==> src/hw/rtl/fdc_pkg.sv <==
// Package for the frame deframer with CRC-32C checks.
// Holds the header layout constants, status and register codes, the item and result
// types and the byte-wise CRC-32C update; no dependencies.
package fdc_pkg;

    localparam int          HEADER_BYTES = 20;
    localparam int          POS_W        = 5;
    localparam int          CFG_IDX_W    = 2;
    localparam int          CFG_DATA_W   = 32;

    localparam logic [POS_W-1:0] POS_MAGIC_LAST = POS_W'(3);
    localparam logic [POS_W-1:0] POS_VER_FIRST  = POS_W'(4);
    localparam logic [POS_W-1:0] POS_KIND_FIRST = POS_W'(6);
    localparam logic [POS_W-1:0] POS_LEN_FIRST  = POS_W'(8);
    localparam logic [POS_W-1:0] POS_HCRC_FIRST = POS_W'(HEADER_BYTES - 8);
    localparam logic [POS_W-1:0] POS_PCRC_FIRST = POS_W'(HEADER_BYTES - 4);
    localparam logic [POS_W-1:0] POS_LAST       = POS_W'(HEADER_BYTES - 1);
    localparam logic [POS_W-1:0] POS_END        = POS_W'(HEADER_BYTES);

    localparam logic [31:0] CRC_POLY = 32'h82F6_3B78;
    localparam logic [31:0] ALL_ONES = 32'hFFFF_FFFF;

    typedef enum logic [CFG_IDX_W-1:0] {
        CFG_MAGIC_WORD       = 2'd0,
        CFG_PROTOCOL_VERSION = 2'd1,
        CFG_KIND_LIMIT       = 2'd2,
        CFG_PAYLOAD_CEILING  = 2'd3
    } t_cfg_idx;

    typedef enum logic [2:0] {
        ST_OK          = 3'd0,
        ST_MAGIC       = 3'd1,
        ST_VERSION     = 3'd2,
        ST_KIND        = 3'd3,
        ST_TOO_LARGE   = 3'd4,
        ST_HEADER_CRC  = 3'd5,
        ST_PAYLOAD_CRC = 3'd6
    } t_status;

    typedef struct packed {
        logic [7:0] in_byte;
        logic       restart;
    } t_item;

    typedef struct packed {
        logic        payload_valid;
        logic [7:0]  payload_byte;
        logic        frame_done;
        t_status     status;
        logic [15:0] frame_kind;
        logic [15:0] frame_version;
        logic [31:0] payload_length;
    } t_result;

    function automatic logic [31:0] crc32c_byte(input logic [31:0] crc, input logic [7:0] b);
        logic [31:0] c;
        c = crc ^ {24'd0, b};
        for (int i = 0; i < 8; i++) begin
            c = c[0] ? ((c >> 1) ^ CRC_POLY) : (c >> 1);
        end
        return c;
    endfunction

endpackage

==> src/hw/rtl/fdc_in_if.sv <==
// Input channel of the frame deframer: one stream byte and a restart flag per transfer.
// Standalone interface with source and sink modports; no dependencies.
interface fdc_in_if;
    logic       valid;
    logic       ready;
    logic [7:0] in_byte;
    logic       restart;

    modport source (output valid, output in_byte, output restart, input ready);
    modport sink   (input valid, input in_byte, input restart, output ready);
endinterface

==> src/hw/rtl/fdc_out_if.sv <==
// Result channel of the frame deframer: payload byte, done status and header fields.
// Standalone interface with source and sink modports; no dependencies.
interface fdc_out_if;
    logic        valid;
    logic        ready;
    logic        payload_valid;
    logic [7:0]  payload_byte;
    logic        frame_done;
    logic [2:0]  status;
    logic [15:0] frame_kind;
    logic [15:0] frame_version;
    logic [31:0] payload_length;

    modport source (output valid, output payload_valid, output payload_byte,
                    output frame_done, output status, output frame_kind,
                    output frame_version, output payload_length, input ready);
    modport sink   (input valid, input payload_valid, input payload_byte,
                    input frame_done, input status, input frame_kind,
                    input frame_version, input payload_length, output ready);
endinterface

==> src/hw/rtl/fdc_in_stage.sv <==
// Input register of the frame deframer; holds one accepted byte for the parser.
// Depends on fdc_pkg and fdc_in_if.
module fdc_in_stage (
    input  logic          i_clk,
    input  logic          i_rst_n,
    fdc_in_if.sink        i_rx,
    input  logic          i_pop,
    output logic          o_valid,
    output fdc_pkg::t_item o_item
);
    import fdc_pkg::*;

    logic  r_valid;
    t_item r_item;

    assign i_rx.ready = !r_valid || i_pop;

    always_ff @(posedge i_clk) begin
        if (!i_rst_n) begin
            r_valid <= 1'b0;
        end else if (i_rx.ready) begin
            r_valid <= i_rx.valid;
        end
    end

    always_ff @(posedge i_clk) begin
        if (i_rx.valid && i_rx.ready) begin
            r_item <= '{in_byte: i_rx.in_byte, restart: i_rx.restart};
        end
    end

    assign o_valid = r_valid;
    assign o_item  = r_item;

endmodule

==> src/hw/rtl/fdc_parser.sv <==
// Header parser, CRC-32C checker and configuration registers of the frame deframer.
// Processes one byte per cycle into the result register while that register can take a result. Depends on fdc_pkg.
module fdc_parser (
    input  logic                                  i_clk,
    input  logic                                  i_rst_n,
    input  logic                                  i_cfg_we,
    input  logic [fdc_pkg::CFG_IDX_W-1:0]         i_cfg_idx,
    input  logic [fdc_pkg::CFG_DATA_W-1:0]        i_cfg_wdata,
    input  logic                                  i_valid,
    input  fdc_pkg::t_item                        i_item,
    input  logic                                  i_free,
    output logic                                  o_pop,
    output logic                                  o_push,
    output fdc_pkg::t_result                      o_result
);
    import fdc_pkg::*;

    logic [31:0]      r_magic_word;
    logic [15:0]      r_protocol_version;
    logic [15:0]      r_kind_limit;
    logic [31:0]      r_payload_ceiling;

    logic [POS_W-1:0] r_hdr_pos,     n_hdr_pos;
    logic [31:0]      r_remaining,   n_remaining;
    logic             r_in_payload,  n_in_payload;
    logic             r_halted,      n_halted;
    logic [31:0]      r_crc,         n_crc;
    logic [31:0]      r_magic,       n_magic;
    logic [15:0]      r_version,     n_version;
    logic [15:0]      r_kind,        n_kind;
    logic [31:0]      r_length,      n_length;
    logic [31:0]      r_hcrc,        n_hcrc;
    logic [31:0]      r_pcrc,        n_pcrc;

    logic [POS_W-1:0] pos;
    logic [4:0]       lane;
    logic [7:0]       b;
    logic             emit;
    logic             emit_pv;
    logic             emit_done;
    t_status          emit_status;

    always_ff @(posedge i_clk) begin
        if (!i_rst_n) begin
            r_magic_word       <= '0;
            r_protocol_version <= '0;
            r_kind_limit       <= 16'hFFFF;
            r_payload_ceiling  <= ALL_ONES;
        end else if (i_cfg_we) begin
            unique case (t_cfg_idx'(i_cfg_idx))
                CFG_MAGIC_WORD:       r_magic_word       <= i_cfg_wdata;
                CFG_PROTOCOL_VERSION: r_protocol_version <= i_cfg_wdata[15:0];
                CFG_KIND_LIMIT:       r_kind_limit       <= i_cfg_wdata[15:0];
                CFG_PAYLOAD_CEILING:  r_payload_ceiling  <= i_cfg_wdata;
                default: ;
            endcase
        end
    end

    assign o_pop = i_valid && i_free;
    assign b     = i_item.in_byte;

    always_comb begin
        n_hdr_pos    = r_hdr_pos;
        n_remaining  = r_remaining;
        n_in_payload = r_in_payload;
        n_halted     = r_halted;
        n_crc        = r_crc;
        n_magic      = r_magic;
        n_version    = r_version;
        n_kind       = r_kind;
        n_length     = r_length;
        n_hcrc       = r_hcrc;
        n_pcrc       = r_pcrc;
        pos          = '0;
        lane         = '0;
        emit         = 1'b0;
        emit_pv      = 1'b0;
        emit_done    = 1'b0;
        emit_status  = ST_OK;

        if (i_item.restart) begin
            n_hdr_pos    = '0;
            n_remaining  = '0;
            n_in_payload = 1'b0;
            n_halted     = 1'b0;
            n_crc        = ALL_ONES;
            n_magic      = '0;
            n_version    = '0;
            n_kind       = '0;
            n_length     = '0;
            n_hcrc       = '0;
            n_pcrc       = '0;
        end

        if (!n_halted) begin
            if (n_in_payload) begin
                n_crc       = crc32c_byte(n_crc, b);
                n_remaining = n_remaining - 32'd1;
                emit        = 1'b1;
                emit_pv     = 1'b1;
                if (n_remaining == '0) begin
                    emit_done    = 1'b1;
                    emit_status  = ((n_crc ^ ALL_ONES) == n_pcrc) ? ST_OK : ST_PAYLOAD_CRC;
                    n_in_payload = 1'b0;
                    n_hdr_pos    = '0;
                    n_halted     = (emit_status != ST_OK);
                end
            end else begin
                if (n_hdr_pos == '0) begin
                    n_crc     = ALL_ONES;
                    n_magic   = '0;
                    n_version = '0;
                    n_kind    = '0;
                    n_length  = '0;
                    n_hcrc    = '0;
                    n_pcrc    = '0;
                end
                pos  = (n_hdr_pos >= POS_END) ? '0 : n_hdr_pos;
                lane = {pos[1:0], 3'b000};
                if (pos < POS_HCRC_FIRST) begin
                    n_crc = crc32c_byte(n_crc, b);
                end
                if (pos < POS_VER_FIRST) begin
                    n_magic = {b, n_magic[31:8]};
                end else if (pos < POS_KIND_FIRST) begin
                    n_version[{pos[0], 3'b000} +: 8] = b;
                end else if (pos < POS_LEN_FIRST) begin
                    n_kind[{pos[0], 3'b000} +: 8] = b;
                end else if (pos < POS_HCRC_FIRST) begin
                    n_length[lane +: 8] = b;
                end else if (pos < POS_PCRC_FIRST) begin
                    n_hcrc[lane +: 8] = b;
                end else begin
                    n_pcrc[lane +: 8] = b;
                end
                n_hdr_pos = pos + POS_W'(1);

                if (pos == POS_MAGIC_LAST && n_magic != r_magic_word) begin
                    emit        = 1'b1;
                    emit_done   = 1'b1;
                    emit_status = ST_MAGIC;
                end else if (pos == POS_LAST) begin
                    emit_done = 1'b1;
                    if (n_version != r_protocol_version) begin
                        emit_status = ST_VERSION;
                    end else if (n_kind > r_kind_limit) begin
                        emit_status = ST_KIND;
                    end else if (n_length > r_payload_ceiling) begin
                        emit_status = ST_TOO_LARGE;
                    end else if ((n_crc ^ ALL_ONES) != n_hcrc) begin
                        emit_status = ST_HEADER_CRC;
                    end
                    if (emit_status != ST_OK) begin
                        emit = 1'b1;
                    end else begin
                        n_crc     = ALL_ONES;
                        n_hdr_pos = '0;
                        if (n_length == '0) begin
                            emit        = 1'b1;
                            emit_status = (n_pcrc == '0) ? ST_OK : ST_PAYLOAD_CRC;
                        end else begin
                            emit_done    = 1'b0;
                            n_remaining  = n_length;
                            n_in_payload = 1'b1;
                        end
                    end
                end
                if (emit && emit_status != ST_OK) begin
                    n_halted     = 1'b1;
                    n_in_payload = 1'b0;
                end
            end
        end
    end

    always_ff @(posedge i_clk) begin
        if (!i_rst_n) begin
            r_hdr_pos    <= '0;
            r_remaining  <= '0;
            r_in_payload <= 1'b0;
            r_halted     <= 1'b0;
            r_crc        <= ALL_ONES;
            r_magic      <= '0;
            r_version    <= '0;
            r_kind       <= '0;
            r_length     <= '0;
            r_hcrc       <= '0;
            r_pcrc       <= '0;
        end else if (o_pop) begin
            r_hdr_pos    <= n_hdr_pos;
            r_remaining  <= n_remaining;
            r_in_payload <= n_in_payload;
            r_halted     <= n_halted;
            r_crc        <= n_crc;
            r_magic      <= n_magic;
            r_version    <= n_version;
            r_kind       <= n_kind;
            r_length     <= n_length;
            r_hcrc       <= n_hcrc;
            r_pcrc       <= n_pcrc;
        end
    end

    assign o_push = o_pop && emit;

    always_comb begin
        o_result.payload_valid  = emit_pv;
        o_result.payload_byte   = emit_pv ? b : 8'd0;
        o_result.frame_done     = emit_done;
        o_result.status         = emit_done ? emit_status : ST_OK;
        o_result.frame_kind     = n_kind;
        o_result.frame_version  = n_version;
        o_result.payload_length = n_length;
    end

endmodule

==> src/hw/rtl/fdc_out_stage.sv <==
// Result register of the frame deframer; presents one result on the output channel.
// Depends on fdc_pkg and fdc_out_if.
module fdc_out_stage (
    input  logic             i_clk,
    input  logic             i_rst_n,
    input  logic             i_push,
    input  fdc_pkg::t_result i_result,
    output logic             o_free,
    fdc_out_if.source        o_tx
);
    import fdc_pkg::*;

    logic    r_valid;
    t_result r_result;

    assign o_free = !r_valid || o_tx.ready;

    always_ff @(posedge i_clk) begin
        if (!i_rst_n) begin
            r_valid <= 1'b0;
        end else if (o_free) begin
            r_valid <= i_push;
        end
    end

    always_ff @(posedge i_clk) begin
        if (i_push && o_free) begin
            r_result <= i_result;
        end
    end

    assign o_tx.valid          = r_valid;
    assign o_tx.payload_valid  = r_result.payload_valid;
    assign o_tx.payload_byte   = r_result.payload_byte;
    assign o_tx.frame_done     = r_result.frame_done;
    assign o_tx.status         = r_result.status;
    assign o_tx.frame_kind     = r_result.frame_kind;
    assign o_tx.frame_version  = r_result.frame_version;
    assign o_tx.payload_length = r_result.payload_length;

endmodule

==> src/hw/rtl/frame_deframer_crc32c_checker_top.sv <==
// Top level of the frame deframer with CRC-32C header and payload checks.
// Depends on fdc_pkg, fdc_in_if, fdc_out_if, fdc_in_stage, fdc_parser and fdc_out_stage.
//
// The block takes one stream byte per transfer and sustains one byte per clock cycle
// while the result channel keeps ready high. A byte is held in the input register until
// the parser takes it; its result, if any, is loaded into the result register as the
// parser takes the byte and is then offered on the result channel. A result that
// is held off stalls the parser, so the input register fills and input ready drops. The
// rate is set by the parser state, which includes the one-byte CRC-32C update.
// Header bytes produce no result unless a check fails or the frame has no payload; payload bytes
// are forwarded, and the frame ends with a done result carrying the status and the
// header fields. After a failure every byte is dropped until one arrives with restart
// set. The configuration registers may only be written while no byte is in flight.
module frame_deframer_crc32c_checker_top (
    input  logic                           i_clk,
    input  logic                           i_rst_n,
    input  logic                           i_cfg_we,
    input  logic [fdc_pkg::CFG_IDX_W-1:0]  i_cfg_idx,
    input  logic [fdc_pkg::CFG_DATA_W-1:0] i_cfg_wdata,
    fdc_in_if.sink                         i_rx,
    fdc_out_if.source                      o_tx
);
    import fdc_pkg::*;

    logic    s1_valid;
    t_item   s1_item;
    logic    pop;
    logic    push;
    logic    out_free;
    t_result result;

    fdc_in_stage u_in_stage (
        .i_clk   (i_clk),
        .i_rst_n (i_rst_n),
        .i_rx    (i_rx),
        .i_pop   (pop),
        .o_valid (s1_valid),
        .o_item  (s1_item)
    );

    fdc_parser u_parser (
        .i_clk       (i_clk),
        .i_rst_n     (i_rst_n),
        .i_cfg_we    (i_cfg_we),
        .i_cfg_idx   (i_cfg_idx),
        .i_cfg_wdata (i_cfg_wdata),
        .i_valid     (s1_valid),
        .i_item      (s1_item),
        .i_free      (out_free),
        .o_pop       (pop),
        .o_push      (push),
        .o_result    (result)
    );

    fdc_out_stage u_out_stage (
        .i_clk    (i_clk),
        .i_rst_n  (i_rst_n),
        .i_push   (push),
        .i_result (result),
        .o_free   (out_free),
        .o_tx     (o_tx)
    );

`ifndef ASSERT_OFF
    a_result_not_empty: assert property (@(posedge i_clk) disable iff (!i_rst_n)
        o_tx.valid |-> (o_tx.payload_valid || o_tx.frame_done))
        else $error("Result transfer carries neither a payload byte nor a done status.");

    a_status_only_when_done: assert property (@(posedge i_clk) disable iff (!i_rst_n)
        (o_tx.valid && !o_tx.frame_done) |-> (o_tx.status == ST_OK))
        else $error("Nonzero status on a result without frame_done.");

    a_payload_end_status: assert property (@(posedge i_clk) disable iff (!i_rst_n)
        (o_tx.valid && o_tx.payload_valid && o_tx.frame_done)
            |-> (o_tx.status == ST_OK || o_tx.status == ST_PAYLOAD_CRC))
        else $error("Last payload byte reports a header error status.");
`endif

endmodule

==> src/flat_wrapper.sv <==
// flat-port wrapper written by rule: the top's interface ports become plain ports
module frame_deframer_crc32c_checker_top_flat import fdc_pkg::*;
  (i_clk, i_rst_n, i_cfg_we, i_cfg_idx, i_cfg_wdata, i_rx_valid, i_rx_in_byte, i_rx_restart, i_rx_ready, o_tx_valid, o_tx_payload_valid, o_tx_payload_byte, o_tx_frame_done, o_tx_status, o_tx_frame_kind, o_tx_frame_version, o_tx_payload_length, o_tx_ready);
  fdc_in_if i_rx_i ();
  fdc_out_if o_tx_i ();
  input  logic i_clk;
  input  logic i_rst_n;
  input  logic i_cfg_we;
  input  logic [fdc_pkg::CFG_IDX_W-1:0] i_cfg_idx;
  input  logic [fdc_pkg::CFG_DATA_W-1:0] i_cfg_wdata;
  input wire logic [$bits(i_rx_i.valid)-1:0] i_rx_valid;
  input wire logic [$bits(i_rx_i.in_byte)-1:0] i_rx_in_byte;
  input wire logic [$bits(i_rx_i.restart)-1:0] i_rx_restart;
  output wire logic [$bits(i_rx_i.ready)-1:0] i_rx_ready;
  output wire logic [$bits(o_tx_i.valid)-1:0] o_tx_valid;
  output wire logic [$bits(o_tx_i.payload_valid)-1:0] o_tx_payload_valid;
  output wire logic [$bits(o_tx_i.payload_byte)-1:0] o_tx_payload_byte;
  output wire logic [$bits(o_tx_i.frame_done)-1:0] o_tx_frame_done;
  output wire logic [$bits(o_tx_i.status)-1:0] o_tx_status;
  output wire logic [$bits(o_tx_i.frame_kind)-1:0] o_tx_frame_kind;
  output wire logic [$bits(o_tx_i.frame_version)-1:0] o_tx_frame_version;
  output wire logic [$bits(o_tx_i.payload_length)-1:0] o_tx_payload_length;
  input wire logic [$bits(o_tx_i.ready)-1:0] o_tx_ready;
  assign i_rx_i.valid = i_rx_valid;
  assign i_rx_i.in_byte = i_rx_in_byte;
  assign i_rx_i.restart = i_rx_restart;
  assign i_rx_ready = i_rx_i.ready;
  assign o_tx_valid = o_tx_i.valid;
  assign o_tx_payload_valid = o_tx_i.payload_valid;
  assign o_tx_payload_byte = o_tx_i.payload_byte;
  assign o_tx_frame_done = o_tx_i.frame_done;
  assign o_tx_status = o_tx_i.status;
  assign o_tx_frame_kind = o_tx_i.frame_kind;
  assign o_tx_frame_version = o_tx_i.frame_version;
  assign o_tx_payload_length = o_tx_i.payload_length;
  assign o_tx_i.ready = o_tx_ready;
  frame_deframer_crc32c_checker_top u_core (.i_clk(i_clk), .i_rst_n(i_rst_n), .i_cfg_we(i_cfg_we), .i_cfg_idx(i_cfg_idx), .i_cfg_wdata(i_cfg_wdata), .i_rx(i_rx_i), .o_tx(o_tx_i));
endmodule
==> config.mk <==
export PLATFORM = sky130hd
export DESIGN_NAME = frame_deframer_crc32c_checker_top_flat
export DESIGN_NICKNAME = d
export VERILOG_FILES = /design/src/hw/rtl/fdc_pkg.sv /design/src/hw/rtl/fdc_in_if.sv /design/src/hw/rtl/fdc_out_if.sv /design/src/hw/rtl/fdc_in_stage.sv /design/src/hw/rtl/fdc_parser.sv /design/src/hw/rtl/fdc_out_stage.sv /design/src/hw/rtl/frame_deframer_crc32c_checker_top.sv /design/src/flat_wrapper.sv
export SDC_FILE = /design/constraint.sdc
export NUM_CORES = 2
export LEC_CHECK = 0
export ABC_AREA = 1
export ABC_CLOCK_PERIOD_IN_PS = 10700
export BUFFER_PORTS_ARGS = -buffer_cell sky130_fd_sc_hd__buf_2
export CAP_MARGIN = 20
export CELL_PAD_IN_SITES_DETAIL_PLACEMENT = 1
export CELL_PAD_IN_SITES_GLOBAL_PLACEMENT = 2
export CORE_MARGIN = 2
export CORE_UTILIZATION = 38
export DETAILED_ROUTE_END_ITERATION = 12
export GPL_TIMING_DRIVEN = 0
export HOLD_SLACK_MARGIN = 0.08
export PLACE_DENSITY = 0.95
export SLEW_MARGIN = 10
export SYNTH_ARGS = -nofsm -noshare
export SYNTH_HDL_FRONTEND = slang
export SYNTH_SLANG_ARGS = --single-unit
==> constraint.sdc <==
create_clock -name i_clk -period 10.7 [get_ports i_clk]
set_clock_uncertainty 0.05 [all_clocks]
set_input_delay 1.605 -clock i_clk [delete_from_list [all_inputs] [get_ports i_clk]]
set_output_delay 1.605 -clock i_clk [all_outputs]
set_load 0.1 [all_outputs]
Word-level counts from Yosys, hierarchy flattened. Cells that the tools add are included. W data, S select, Z words.

Register bits: 415. Output and inout port bits: 79.

Add/subtract/negate cells: 4. $lt $le $gt $ge: 8. Eq/ne operators: 9. Shift-type cells: 4. Multiplexer cells: 159. Bitwise logic cells: 21. Reductions and logical operators: 23.

Operator list (count): $mux W32 (80); $mux W16 (21); $not A16 Y17 (16); $bwmux W32 (3); $logic_not A32 Y1 (3); $ne A32 B32 Y1 (2); $not A32 Y32 (2); $xor A32 B8 Y32 (2); $mux W3 (18); $mux W5 (8); $bwmux W16 (2); $eq A32 B32 Y1 (1); $gt A32 B32 Y1 (1); $shift A8 B7 Y32 const A (1); $shiftx A8 B7 Y32 (1); $sub A32 B1 Y32 const B (1); $mux W1 (27); $gt A16 B16 Y1 (1); $ne A16 B16 Y1 (1); $shift A8 B6 Y16 const A (1); $shiftx A8 B6 Y16 (1); $lt A5 B3 Y1 const B (2); $lt A5 B4 Y1 const B (2); $reduce_bool A3 Y1 (3); 17 further kinds (28).

Logic depth before layout (Yosys ltp).
Depth after elaboration: 46. Gate-level depth with buffers: 36. Depth with buffers taken out: 31.

Cells and area by module. From an unflattened synthesis, not the netlist that was laid out.

Cell total of the unflattened synthesis: 4172. Area total of the unflattened synthesis: 27656.5 um^2.

Modules (own cells, without submodules): fdc_parser (instances 1, cells each 4072, area each 24971.4 um^2); fdc_out_stage (instances 1, cells each 84, area each 2363.5 um^2); fdc_in_stage (instances 1, cells each 16, area each 321.6 um^2).

Worst setup path before layout. No wires, ideal clock.

Kind: register -> register. Start: reg u_core.u_in_stage.r_item, in the netlist u_core.u_in_stage.o_item[0]. End: reg u_core.u_out_stage.r_result, in the netlist u_core.u_out_stage.o_tx.frame_done, enable pin. Arrival time: 5.767 ns. Data required time: 10.219 ns. Path slack: 4.452 ns. Cell stages (with the launch flop): 31. Buffers on the path: 10. Cell sequence: edfxtp_1 > buf_6 > inv_4 > buf_4 > buf_2 > buf_2 > buf_1 > buf_2 > buf_2 > buf_1 > clkbuf_1 > buf_1 > nand4_1 > o21ai_0 > ha_1 > inv_1 > nor2_1 > nor2_1 > nor2_1 > a211oi_1 > o221ai_1 > a21oi_1 > o21ai_0 > nand2_1 > inv_1 > nor2_2 > nand4_2 > o21ai_0 > nand3_1 > nand3_1 > inv_1.

Cells in the longest elaborated chain, start to end: 43.

Ends and longest elaborated chain: start, declared (RTL line fdc_in_stage.sv:14) `t_item r_item;`; start signal, assigned (RTL line fdc_in_stage.sv:28) `r_item <= '{in_byte: i_rx.in_byte, restart: i_rx.restart};`; branches (longest 40 deep; another with $neg A5 Y7); $mux W1 (*) (RTL line fdc_parser.sv:96) `if (!n_halted) begin`; $logic_and A1 B1 Y1 (*) (RTL line fdc_parser.sv:205) `assign o_push = o_pop && emit;`; $logic_and A1 B1 Y1 (*) (RTL line fdc_out_stage.sv:27) `if (i_push && o_free) begin`; end signal, assigned (RTL line fdc_out_stage.sv:28) `r_result <= i_result;`; end, declared (RTL line fdc_out_stage.sv:14) `t_result r_result;`.

Mark *: on every way between the ends. The select of a mux whose other input is x is not followed. A chain may end at the register's enable or synchronous reset.

Worst setup path in the final report.
Start: reg u_core.u_in_stage.r_item, in the netlist u_core.u_in_stage.o_item[0]. End: reg u_core.u_out_stage.r_result, in the netlist u_core.u_out_stage.o_tx.payload_byte[6], enable pin.

Same word-level chain as after synthesis.

==> results.md <==
* Run status: finished, final reports clean
* Post-synth EDFFs at 86
* Global route overflow at 0
* Peak Freq at 115 MHz
* Largest cells by area after synthesis: dfxtp_1 (24%), nand2_1 (13%), edfxtp_1 (9.6%)
* Worst Path Max Fanout at 61
* FILL cells at 9283
* GR peak layer: met2
* Clock slew at reported path FFs at 70 ps
* Crit end category: register
* Final WL at 130 mm
* WHS Endpoint: u_core.u_parser.r_remaining[30]$_SDFFE_PN0P_
* Via-to-Cell Ratio at 5.80
* Synth-to-Final Area Change at 13.1%
* Startpoint Class: register
* Fin crit share at 81.2%
* Minimum clock period at 8690 ps
* Path category of the worst min-delay check: register to register
* Worst Path Arrival at 8900 ps
* First-pass GRT wire length at 191 mm
* Starting Density at 38.5%
* Worst vdd ir at 0.112 mV
* Synth Instances at 4063
* Library cells used by synthesis at 60
* Fin nets at 4348
* Gp weighted congestion at 1.01
* DR pass1 iterations at 6
* CTS tree: built
* Met1 Usage GRT at 47.4%
* DP HPWL at 102 mm
* Seq/Total Area, Yosys at 34.0%
* Met3 usage at 7.36%
* Yosys warns at 0
* Total CTS buffers at 49
* Most frequent cell after synthesis: nand2_1
* CTS sink count at 415
* Top cell type's share of synthesized area at 24.4%
* Mapped Nets at 4166
* Worst path slowest cell: clkbuf_1
* Pwr dens at 169 nW/µm²
* Num ports at 127
* Die area at 73200 µm²
* Hold_buf cts at 0
* Critical path class: register to register
* Crit path top cell by count: buf_2
* Leakage at 14.1 nW
* Final hold violations at 0
* Initial DRC count at 3050
* Endpoints failing setup at 0
* Initial antenna violation count at 7
* Die Ht at 271 µm
* Worst-Skew Late Latency at 620 ps
* Clock Tree Buf Depth at 3
* Post-CTS Resized at 0
* Dpl cells at 5134
* R2R Path End: u_core.u_out_stage.o_tx.payload_byte[6]$_SDFFCE_PN0P_
* Layout cells sized above 1 at 8.35%
* Routed via count at 30300
* Post-route DRC at 0
* Synth area leader: dfxtp_1
* Least-Margin Pin Slew at 1200 ps
* Site row count at 97
* Mapped cell area at 27000 µm²
* Crit path required time at 10910 ps
* Final instance area at 30500 µm²
* Chip width at 271 µm
* Origin of the worst min-delay path: u_core.u_parser.r_remaining[30]$_SDFFE_PN0P_
* Pins Over Slew Limit at 0
* Number of H-tree levels at 2
* CP max stage delay at 680 ps
* Min Hold Slack at 414 ps
* Hold path depth at 2
* Placed instance area at 28900 µm²
* RSZ-0062 raised after global routing: no
* R2r startpoint: u_core.u_in_stage.o_item[0]$_DFFE_PP_
* Yosys reg bits at 415
* Top FF cell, synth: dfxtp_1
* GR Util met2 at 52.2%
* Syn Area/Cell at 6.64 µm²
* Root Buffer: clkbuf_16
* Setup TNS at 0 ps
* Top post-synthesis cells by count: nand2_1 (970), o21ai_0 (442), inv_1 (422), nor2_1 (375), dfxtp_1 (329)
* Setup Fix Bufs, Post-CTS at 0
* Worst-case reg-to-reg path depth at 31
* Core area at 70100 µm²
* Gr usage total at 34.6%
* Max Cap Violations at 0
* Layout Cells excl Fill at 5227
* Antenna-violating nets left at 0
* Vias in the first global route at 29300
* Port Buffers at 125
* Flop2flop setup slack at 2010 ps
* Pin count of the biggest net entering global routing at 62
* Asr flop ratio synth at 0%
* Routed len/inst at 24.9 µm
* Worst slew margin at 19.1%
[area by class of cell]
type,count,area (µm²),share of cell area [%]
multi-input cells,2964,15100,49.4
flip-flops and latches,415,9170,30.0
inverters,452,1700,5.58
clock buffers,54,1240,4.08
well taps,940,1180,3.85
plain buffers,232,1040,3.41
repair buffers,131,683,2.24
clock inverters,37,417,1.37
diodes,2,5.00,0.0164
[where the power goes]
part	internal [mW]	switching, mW
logic	0.467	1.17
registers	1.68	0.0561
clock network	1.02	0.760
total	3.17	1.98
[cell usage in the layout, fill, tap and decap left out, types with 11 or more instances in the layout]
master / instances
o31ai_1: 16
inv_1: 421
clkbuf_1: 158
clkinv_1: 18
buf_1: 24
nor4_1: 25
nor3_1: 28
clkbuf_16: 49
clkinv_2: 13
buf_4: 15
nand2_1: 970
o22ai_1: 38
nand4_1: 50
edfxtp_1: 86
nor2_1: 375
ha_1: 55
xnor2_1: 56
o21ai_0: 442
a21oi_1: 297
xor2_1: 124
buf_6: 11
dfxtp_1: 329
o211ai_1: 61
inv_2: 17
nand2_2: 23
buf_2: 159
a221oi_1: 14
nand3_1: 248
o21ai_1: 34
or2_2: 11
[how the worst max path moves through the flow]
stage / startpoint / endpoint
after global placement: u_core.u_in_stage.o_item[0]$_DFFE_PP_ / u_core.u_out_stage.o_tx.payload_byte[6]$_SDFFCE_PN0P_
after detailed placement: u_core.u_in_stage.o_item[0]$_DFFE_PP_ / u_core.u_out_stage.o_tx.payload_byte[6]$_SDFFCE_PN0P_
after floorplan: u_core.u_in_stage.o_item[0]$_DFFE_PP_ / u_core.u_out_stage.o_tx.frame_done$_DFFE_PP_
final: u_core.u_in_stage.o_item[0]$_DFFE_PP_ / u_core.u_out_stage.o_tx.payload_byte[6]$_SDFFCE_PN0P_
after global routing: u_core.u_in_stage.o_item[0]$_DFFE_PP_ / u_core.u_out_stage.o_tx.payload_byte[6]$_SDFFCE_PN0P_
after CTS: u_core.u_in_stage.o_item[0]$_DFFE_PP_ / u_core.u_out_stage.o_tx.payload_byte[6]$_SDFFCE_PN0P_
[worst max-delay path: cells and delay by family (launching register included)]
| family | cells | cell delay [ps] |
|---|---|---|
| and+or+nand+nor | 9 | 1480 |
| adders and majority gates | 1 | 330 |
| DFF | 1 | 380 |
| buffers and inverters | 15 | 4790 |
| AOI/OAI and AO/OA | 6 | 1120 |
[registers in the layout (all words and copies together), names as in the netlist, 8 cells and up]
| register | cells |
|---|---|
| u_core.u_parser.r_pcrc | 32 |
| u_core.u_out_stage.o_tx.payload_length | 32 |
| u_core.u_parser.r_magic_word | 32 |
| u_core.u_in_stage.o_item | 9 |
| u_core.u_parser.r_kind_limit | 16 |
| u_core.u_parser.r_version | 16 |
| u_core.u_parser.r_remaining | 32 |
| u_core.u_out_stage.o_tx.frame_version | 16 |
| u_core.u_parser.r_crc | 32 |
| u_core.u_parser.r_protocol_version | 16 |
| u_core.u_parser.r_kind | 16 |
| u_core.u_parser.r_length | 32 |
| u_core.u_parser.r_payload_ceiling | 32 |
| u_core.u_parser.r_hcrc | 32 |
| u_core.u_out_stage.o_tx.payload_byte | 8 |
| u_core.u_out_stage.o_tx.frame_kind | 16 |
| u_core.u_parser.r_magic | 32 |
[metrics by stage]
step                setup slack [ps]  power, mW  utilization, %
finish                          2010       5.15            43.5
global route                    1740       5.34            43.5
CTS                             2270       5.11            43.5
detailed placement              2330       3.35            41.1
global placement                 928       3.31            41.0
floorplan                       4450       2.80               -
[logic make-up (layout without fill, tap and decap cells)]
kind of cell | count (synthesis) | in the layout | share of synthesized area, %
AO/OA/AOI/OAI | 944 | 944 | 19.1
multiplexers | 7 | 7 | 0.260
other | 0 | 2 | 0
buffers and inverters | 684 | 906 | 10.2
flip-flops | 415 | 415 | 34.0
XOR/XNOR | 188 | 188 | 6.37
adder cells (fa/ha/maj) | 55 | 55 | 2.55
AND/OR/NAND/NOR | 1770 | 1770 | 27.6
[layer usage]
metal / wire, µm / part of all wire [%] / vias up
met5: 21 / 0.016 / -
met4: 6150 / 4.7 / 4
met3: 12200 / 9.4 / 317
met2: 55500 / 43 / 1397
met1: 56100 / 43 / 14800
li1: - / - / 13800
Power figures use the tool's default switching activity.
